**config.mk**
```make
export PLATFORM = sky130hd
export DESIGN_NAME = bezier_curve_point_eval
export DESIGN_NICKNAME = d
export VERILOG_FILES = /design/src/rtl/bcpe_pkg.sv /design/src/rtl/bcpe_cell.sv /design/src/rtl/bcpe_lerp.sv /design/src/rtl/bezier_curve_point_eval.sv
export SDC_FILE = /design/constraint.sdc
export NUM_CORES = 2
export LEC_CHECK = 0
export BUFFER_PORTS_ARGS = -buffer_cell sky130_fd_sc_hd__buf_2
export CORE_MARGIN = 5
export CORE_UTILIZATION = 30
export CTS_CLUSTER_DIAMETER = 60
export CTS_CLUSTER_SIZE = 8
export DETAILED_ROUTE_END_ITERATION = 8
export SYNTH_ARGS = -nofsm -noshare
export SYNTH_HDL_FRONTEND = slang
export SYNTH_SLANG_ARGS = --single-unit
```
**constraint.sdc**
```tcl
create_clock -name i_clk -period 29.1 [get_ports i_clk]
set_clock_uncertainty 0.15 [all_clocks]
set_input_delay 0 -clock i_clk [delete_from_list [all_inputs] [get_ports i_clk]]
set_output_delay 0 -clock i_clk [all_outputs]
set_load 0.02 [all_outputs]
```
**src/rtl/bcpe_pkg.sv**
```systemverilog
// Shared types and constants for the Bezier curve point evaluator.
// No dependencies; every other file imports this package.
package bcpe_pkg;

    localparam int COORD_BITS   = 16;
    localparam int T_FRAC_BITS  = 16;
    localparam int MAX_POINTS_D = 16;
    localparam int INDEX_BITS   = 4;
    localparam int COUNT_BITS   = 5;
    localparam logic [COUNT_BITS-1:0] COUNT_RESET = COUNT_BITS'(2);

    localparam logic OP_LOAD = 1'b0;
    localparam logic OP_EVAL = 1'b1;

    typedef struct packed {
        logic                          op;
        logic [INDEX_BITS-1:0]         point_index;
        logic signed [COORD_BITS-1:0]  point_x;
        logic signed [COORD_BITS-1:0]  point_y;
        logic [T_FRAC_BITS:0]          t_param;
    } t_in_item;

    typedef struct packed {
        logic signed [COORD_BITS-1:0]  curve_x;
        logic signed [COORD_BITS-1:0]  curve_y;
    } t_out_item;

    typedef struct packed {
        logic signed [COORD_BITS-1:0]  x;
        logic signed [COORD_BITS-1:0]  y;
    } t_point;

    // Control broadcast to every cell of the row
    typedef struct packed {
        logic                   load;   // write store entry
        logic [INDEX_BITS-1:0]  index;  // entry that a load writes
        logic                   copy;   // store -> work copy
        logic                   shift;  // move work one cell toward cell 0
    } t_cell_ctrl;

    typedef enum logic [2:0] {
        S_IDLE,
        S_MUL,
        S_ADD,
        S_DROP,
        S_OUT
    } t_state;

endpackage

```
**src/rtl/bcpe_cell.sv**
```systemverilog
// One cell of the point row: holds a control point and a working point.
// Depends on bcpe_pkg.
module bcpe_cell
    import bcpe_pkg::*;
#(
    parameter int CELL_INDEX = 0,
    parameter int LEN_BITS   = 5
) (
    input  logic                i_clk,
    input  t_cell_ctrl          i_ctrl,
    input  logic [LEN_BITS-1:0] i_len,
    input  t_point              i_load_pt,
    input  t_point              i_next_work,
    input  t_point              i_lerp_pt,
    output t_point              o_work
);

    t_point r_store, n_store;
    t_point r_work,  n_work;
    logic   w_tail;

    // This cell is the last one of the current level
    assign w_tail = (i_len == LEN_BITS'(CELL_INDEX + 1));

    always_comb begin
        n_store = r_store;
        n_work  = r_work;
        if (i_ctrl.load && (32'(i_ctrl.index) == CELL_INDEX)) begin
            n_store = i_load_pt;
        end
        if (i_ctrl.copy) begin
            n_work = r_store;
        end else if (i_ctrl.shift) begin
            n_work = w_tail ? i_lerp_pt : i_next_work;
        end
    end

    // Payload only: no reset
    always_ff @(posedge i_clk) begin
        r_store <= n_store;
        r_work  <= n_work;
    end

    assign o_work = r_work;

endmodule

```
**src/rtl/bcpe_lerp.sv**
```systemverilog
// Shared interpolation unit: a + round((b - a) * t), half away from zero.
// Product registered, add in the next cycle. Depends on bcpe_pkg.
module bcpe_lerp
    import bcpe_pkg::*;
(
    input  logic                         i_clk,
    input  logic                         i_en,
    input  logic signed [COORD_BITS-1:0] i_a,
    input  logic signed [COORD_BITS-1:0] i_b,
    input  logic [T_FRAC_BITS:0]         i_t,
    output logic signed [COORD_BITS-1:0] o_res
);

    localparam int DW = COORD_BITS + 1;
    localparam int PW = DW + T_FRAC_BITS + 1;
    localparam logic [T_FRAC_BITS:0] T_ONE = (T_FRAC_BITS+1)'(1) << T_FRAC_BITS;

    logic signed [DW-1:0] w_d;
    logic [DW-1:0]        w_mag;
    logic [PW-1:0]        w_prod;

    logic signed [COORD_BITS-1:0] r_a, r_b;
    logic                         r_neg, r_one;
    logic [PW-1:0]                r_prod;

    logic [PW-1:0]        w_round;
    logic [DW-1:0]        w_q;
    logic signed [DW:0]   w_sum;

    // Stage 1: magnitude of the difference times t
    assign w_d    = DW'(i_b) - DW'(i_a);
    assign w_mag  = w_d[DW-1] ? DW'(-w_d) : DW'(w_d);
    assign w_prod = PW'(w_mag) * PW'(i_t);

    always_ff @(posedge i_clk) begin
        if (i_en) begin
            r_a    <= i_a;
            r_b    <= i_b;
            r_neg  <= w_d[DW-1];
            r_one  <= (i_t >= T_ONE);
            r_prod <= w_prod;
        end
    end

    // Stage 2: round, apply sign, add base
    assign w_round = r_prod + (PW'(1) << (T_FRAC_BITS - 1));
    assign w_q     = DW'(w_round >> T_FRAC_BITS);
    assign w_sum   = r_neg ? ((DW+1)'(r_a) - (DW+1)'(w_q))
                           : ((DW+1)'(r_a) + (DW+1)'(w_q));
    // Result lies between a and b, so the low bits are exact
    assign o_res   = r_one ? r_b : w_sum[COORD_BITS-1:0];

endmodule

```
**src/rtl/bezier_curve_point_eval.sv**
```systemverilog
// Bezier curve point evaluator, top level: control, cell row, lerp units.
// Depends on bcpe_pkg, bcpe_cell, bcpe_lerp.
//
//   channel | valid      | stall       | payload
//   input   | i_in_valid | o_in_stall  | i_in_item  (t_in_item)
//   output  | o_out_valid| i_out_stall | o_out_item (t_out_item)
//   config  | i_cfg_we   | -           | i_cfg_data (point_count)
//
// A load writes one store entry. An evaluate with n points works through
// each de Casteljau level of L points in L-1 passes through the shared
// multiply/add unit, a multiply state then an add state each, plus one shift.
// Reset clears control state only; the point store is undefined until written.
// A result waits in the output register under stall while the next item enters.
module bezier_curve_point_eval
    import bcpe_pkg::*;
#(
    parameter int MAX_POINTS = MAX_POINTS_D
) (
    input  logic                  i_clk,
    input  logic                  i_rst_n,
    input  logic                  i_in_valid,
    output logic                  o_in_stall,
    input  t_in_item              i_in_item,
    output logic                  o_out_valid,
    input  logic                  i_out_stall,
    output t_out_item             o_out_item,
    input  logic                  i_cfg_we,
    input  logic [COUNT_BITS-1:0] i_cfg_data
);

    localparam int LEN_BITS = $clog2(MAX_POINTS + 1);
    localparam logic [T_FRAC_BITS:0] T_ONE = (T_FRAC_BITS+1)'(1) << T_FRAC_BITS;

    t_state                r_state, n_state;
    logic [COUNT_BITS-1:0] r_count;
    logic [LEN_BITS-1:0]   r_len, n_len;
    logic [LEN_BITS-1:0]   r_step, n_step;
    logic [T_FRAC_BITS:0]  r_t;
    logic                  r_out_valid, n_out_valid;
    t_out_item             r_out, n_out;

    logic                  w_accept;
    logic [LEN_BITS-1:0]   w_n;
    logic                  w_mul_en;
    t_cell_ctrl            w_ctrl;
    t_point                w_work [MAX_POINTS];
    t_point                w_lerp;
    t_point                w_load;

    assign w_accept = i_in_valid && !o_in_stall;

    // Clamp point count to 1..MAX_POINTS
    always_comb begin
        if (r_count == '0) begin
            w_n = LEN_BITS'(1);
        end else if (32'(r_count) > MAX_POINTS) begin
            w_n = LEN_BITS'(MAX_POINTS);
        end else begin
            w_n = LEN_BITS'(r_count);
        end
    end

    // Config register
    always_ff @(posedge i_clk) begin
        if (!i_rst_n) begin
            r_count <= COUNT_RESET;
        end else if (i_cfg_we) begin
            r_count <= i_cfg_data;
        end
    end

    // Clamp and hold t on evaluate transfer
    always_ff @(posedge i_clk) begin
        if (w_accept && i_in_item.op == OP_EVAL) begin
            r_t <= (i_in_item.t_param > T_ONE) ? T_ONE : i_in_item.t_param;
        end
    end

    // Sequencer
    always_comb begin
        n_state     = r_state;
        n_len       = r_len;
        n_step      = r_step;
        n_out_valid = r_out_valid && i_out_stall;
        n_out       = r_out;
        w_ctrl      = '0;
        w_mul_en    = 1'b0;
        o_in_stall  = (r_state != S_IDLE);
        w_ctrl.index = i_in_item.point_index;
        unique case (r_state)
            S_IDLE: begin
                if (w_accept) begin
                    if (i_in_item.op == OP_LOAD) begin
                        w_ctrl.load = 32'(i_in_item.point_index) < MAX_POINTS;
                    end else begin
                        w_ctrl.copy = 1'b1;
                        n_len       = w_n;
                        n_step      = '0;
                        n_state     = (w_n == LEN_BITS'(1)) ? S_OUT : S_MUL;
                    end
                end
            end
            S_MUL: begin
                w_mul_en = 1'b1;
                n_state  = S_ADD;
            end
            S_ADD: begin
                w_ctrl.shift = 1'b1;
                if (r_step == r_len - LEN_BITS'(2)) begin
                    n_state = S_DROP;
                end else begin
                    n_step  = r_step + LEN_BITS'(1);
                    n_state = S_MUL;
                end
            end
            S_DROP: begin
                w_ctrl.shift = 1'b1;
                n_len        = r_len - LEN_BITS'(1);
                n_step       = '0;
                n_state      = (r_len == LEN_BITS'(2)) ? S_OUT : S_MUL;
            end
            S_OUT: begin
                if (!r_out_valid || !i_out_stall) begin
                    n_out_valid   = 1'b1;
                    n_out.curve_x = w_work[0].x;
                    n_out.curve_y = w_work[0].y;
                    n_state       = S_IDLE;
                end
            end
            default: n_state = S_IDLE;
        endcase
    end

    always_ff @(posedge i_clk) begin
        if (!i_rst_n) begin
            r_state     <= S_IDLE;
            r_out_valid <= 1'b0;
            r_len       <= '0;
            r_step      <= '0;
        end else begin
            r_state     <= n_state;
            r_out_valid <= n_out_valid;
            r_len       <= n_len;
            r_step      <= n_step;
        end
    end

    always_ff @(posedge i_clk) begin
        r_out <= n_out;
    end

    // Shared interpolation, one unit per axis
    bcpe_lerp u_lerp_x (
        .i_clk (i_clk),
        .i_en  (w_mul_en),
        .i_a   (w_work[0].x),
        .i_b   (w_work[1].x),
        .i_t   (r_t),
        .o_res (w_lerp.x)
    );

    bcpe_lerp u_lerp_y (
        .i_clk (i_clk),
        .i_en  (w_mul_en),
        .i_a   (w_work[0].y),
        .i_b   (w_work[1].y),
        .i_t   (r_t),
        .o_res (w_lerp.y)
    );

    assign w_load.x = i_in_item.point_x;
    assign w_load.y = i_in_item.point_y;

    // Row of cells, each fed by its right neighbor; the last cell takes the lerp result
    for (genvar gi = 0; gi < MAX_POINTS; gi++) begin : g_cell
        t_point w_next;
        if (gi == MAX_POINTS - 1) begin : g_last
            assign w_next = w_lerp;
        end else begin : g_mid
            assign w_next = w_work[gi+1];
        end
        bcpe_cell #(
            .CELL_INDEX (gi),
            .LEN_BITS   (LEN_BITS)
        ) u_cell (
            .i_clk       (i_clk),
            .i_ctrl      (w_ctrl),
            .i_len       (r_len),
            .i_load_pt   (w_load),
            .i_next_work (w_next),
            .i_lerp_pt   (w_lerp),
            .o_work      (w_work[gi])
        );
    end

    assign o_out_valid = r_out_valid;
    assign o_out_item  = r_out;

    // Interpolation runs only on levels of two or more points
    a_len_ok: assert property (@(posedge i_clk) disable iff (!i_rst_n)
        (r_state == S_MUL || r_state == S_ADD || r_state == S_DROP)
            |-> (r_len >= LEN_BITS'(2)))
        else $error("level length below two during interpolation");

    // Step counter stays inside the level
    a_step_ok: assert property (@(posedge i_clk) disable iff (!i_rst_n)
        (r_state == S_ADD) |-> (r_step <= r_len - LEN_BITS'(2)))
        else $error("step counter past end of level");

    // A new result only comes from the output state
    a_out_src: assert property (@(posedge i_clk) disable iff (!i_rst_n)
        $rose(o_out_valid) |-> $past(r_state == S_OUT))
        else $error("result raised outside output state");

endmodule
```
==> results.sh <==
export IMPL_status="complete, no violations"
export IMPL_finalSetupViolCount=0
export IMPL_yosysUniqueCellTypes=87
export IMPL_die_area_mm2=0.242
export IMPL_syn_area_mm2=0.0696
export IMPL_worstSetupStartpointType="register"
export IMPL_synth_xor_area_frac=0.0228
export IMPL_vias=46025
export IMPL_synthSimpleGateAreaFrac=0.125
export IMPL_synth_compound_gate_area_share=0.102
export IMPL_r2r_start="g_cell[1].u_cell.o_work[16]"
export IMPL_finalHoldWorstSlack_ns=0.0629
export IMPL_cts_sinks=1193
export IMPL_synth_top_family_by_area="adder cells"
export IMPL_cp_num_buf_inv=6
export IMPL_drc=0
export IMPL_min_delay_path_depth=2
export IMPL_initial_core_util=0.302
export IMPL_insertion_delay_ns=0.81
export IMPL_ant_nets=0
export IMPL_grt_use_total=0.138
export IMPL_htree_levels=4
export IMPL_end_kind="register"
export IMPL_arrival_ns=10.44
export IMPL_min_from="i_in_item[24]"
export IMPL_synth_fa_ha_area_frac=0.176
export IMPL_fin_tns_setup_ns=0
export IMPL_required_ns=29.46
export IMPL_rsz0062_at_grt="no"
export IMPL_seq_area_frac_synth=0.512
export IMPL_antenna_found_initial=8
export IMPL_core_mm2=0.230
export IMPL_synth_avg_cell_area_um2=11.0
export IMPL_synth_edf_count=1174
export IMPL_slew_headroom=0.250
export IMPL_cts_tree="yes"
export IMPL_numCtsBuffers=173
export IMPL_drive_gt1_frac=0.0739
export IMPL_stdcell_area_mm2=0.0796
export IMPL_netlist_top_cells_count="edfxtp_1 (1174), nand2_1 (820), inv_1 (625)"
export IMPL_fin_crit_sh=0.346
export IMPL_tightest_slew_ns=1.12
export IMPL_syn_nets=7118
export IMPL_period_minus_slack_ns=10.08
export IMPL_ff2ff_setup_slack_ns=19.02
export IMPL_cts_root_buffer="clkbuf_16"
export IMPL_crit_type="reg2reg"
export IMPL_max_cap_viol_count=0
export IMPL_grt_pass1_wl_um=269000
export IMPL_async_flop_share=0
export IMPL_syn_to_final_growth_pct=14.4
export IMPL_min_to="g_cell[0].u_cell.r_store[7]"
export IMPL_ios=98
export IMPL_drtIter0Drc=3312
export IMPL_crit_family="compound AO/OA/AOI/OAI gates"
export IMPL_grt_max_degree=281
export IMPL_synth_area_leaders="edfxtp_1 (51%), fa_1 (13%), ha_1 (4.8%), nand2_1 (4.4%), o21ai_0 (4.0%)"
export IMPL_cts_resized=0
export IMPL_n_fill_cell=22615
export IMPL_crit_fanout=17
export IMPL_finalWeightedCongestion=0.812
export IMPL_synth_top_area_share=0.507
export IMPL_die_h_um=492
export IMPL_reg2reg_depth=36
export IMPL_grt_pass1_vias=46604
export IMPL_synth_top_area_cell="edfxtp_1"
export IMPL_slew_violations=0
export IMPL_placed_cell_area_mm2=0.0736
export IMPL_cts_buffer_depth=3
export IMPL_ys_seq_elements=1193
export IMPL_holdCritPathClass="in2reg"
export IMPL_io_buffers=97
export IMPL_yosysMostFrequentCell="edfxtp_1"
export IMPL_r2r_end="u_lerp_x.r_prod[31]"
export IMPL_cpPeakStageDelay_ns=0.53
export IMPL_cts_setup_buffers=0
export IMPL_cp_slowest_cell="o22ai_2"
export IMPL_die_x_um=492
export IMPL_rows=176
export IMPL_synth_flop_cell="edfxtp_1"
export IMPL_finalHoldViolations=0
export IMPL_wl_um=169000
export IMPL_clk_pin_slew_ns=0.05
export IMPL_overflow=0
export IMPL_fmax_mhz=99.2
export IMPL_yosysWarnings=0
export IMPL_wire_per_inst_um=17.7
export IMPL_crit_path_frequent_cell="fa_1"
export IMPL_nets=7251
export IMPL_synthMuxAreaShare=0.00840
export IMPL_synth_cells=6342
export IMPL_vias_per_cell=4.82
export IMPL_cts_hold_fix_buffers=115
export IMPL_detail_route_first_pass_iterations=6
export IMPL_dp_hpwl_um=113000
==> metal layers <==
layer / vias to the layer above / GRT usage / part of all wire
met2: 1120 / 0.231 / 0.48
met5: - / 0 / 0.00012
met3: 233 / 0.0248 / 0.055
met1: 23017 / 0.186 / 0.44
met4: 4 / 0.0337 / 0.021
li1: 21651 / - / -
==> layout by cell type (no fill, tap or decap), types with 9 or more instances in the layout <==
cell type and n:
a211oi_1 25, a21o_1 65, a21oi_1 431, a31oi_1 33
and2_1 277, and3_1 33, buf_2 97, buf_4 101
clkbuf_1 21, clkbuf_16 173, dfxtp_1 19, dlygate4sd3_1 115
edfxtp_1 1174, fa_1 446, ha_1 266, inv_1 625
mux2i_1 54, nand2_1 805, nand2_2 16, nand2b_1 28
nand3_1 27, nand4_1 13, nor2_1 575, nor2_4 14
nor2b_1 50, nor3_1 31, nor3b_1 9, nor4_1 9
o21a_1 35, o21ai_0 553, o31ai_1 36, or3_1 13
xnor2_1 98, xor2_1 76
==> worst max-delay path by stage <==
stage,startpoint,endpoint,slack (ns),cells past startpoint
after floorplan,r_state[0],r_step[3],4.94,9
after CTS,g_cell[1].u_cell.o_work[16],u_lerp_x.r_prod[31],18.98,36
after detailed placement,g_cell[1].u_cell.o_work[16],u_lerp_x.r_prod[31],19.05,36
after global placement,g_cell[1].u_cell.o_work[16],u_lerp_x.r_prod[31],19.15,37
after global routing,g_cell[0].u_cell.o_work[0],u_lerp_y.r_prod[30],18.42,34
final,g_cell[1].u_cell.o_work[16],u_lerp_x.r_prod[31],19.02,36
==> logic make-up (layout without fill, tap and decap cells) <==
logic type | Yosys count | in the layout
simple gates | 1948 | 1948
compound gates | 1268 | 1268
flops | 1193 | 1193
buf+inv | 985 | 1162
fa+ha+maj | 712 | 712
xor+xnor | 178 | 178
mux | 58 | 58
other cells | 0 | 5
==> stage by stage <==
step | worst slack [ns] | util | instances
4_1_cts | 18.98 | 0.346 | 9545
2_1_floorplan | 4.94 | - | 6342
5_1_grt | 18.42 | 0.346 | 9549
3_3_place_gp | 19.15 | 0.319 | 9211
6_report | 19.02 | 0.346 | 9550
3_5_place_dp | 19.05 | 0.319 | 9211
==> sequential cells by signal, summed over array words and instances (netlist names) <==
signal	flops
g_cell.u_cell.o_work	512
g_cell.u_cell.r_store	512
o_out_item	32
r_t	17
u_lerp_x.r_prod	17
u_lerp_y.r_prod	17
u_lerp_x.r_a	16
u_lerp_x.r_b	16
u_lerp_y.r_a	16
u_lerp_y.r_b	16
r_count	5
r_len	5
r_step	5
r_state	3
o_out_valid	1
u_lerp_x.r_neg	1
u_lerp_y.r_neg	1
u_lerp_y.r_one	1
==> final cells by class <==
cell class | count | area, um2 | area share
Antenna cell | 5 | 12.5 | 0.000157
Clock buffer | 194 | 4410 | 0.0554
Clock inverter | 25 | 475 | 0.00597
Inverter | 628 | 2360 | 0.0297
Multi-Input combinational cell | 4164 | 30500 | 0.383
Sequential cell | 1193 | 35600 | 0.448
Tap cell | 3026 | 3790 | 0.0476
Timing Repair Buffer | 315 | 2430 | 0.0306
Power is not shown: default switching activity piles up to over one toggle a cycle in this logic, so the estimate is an artifact.
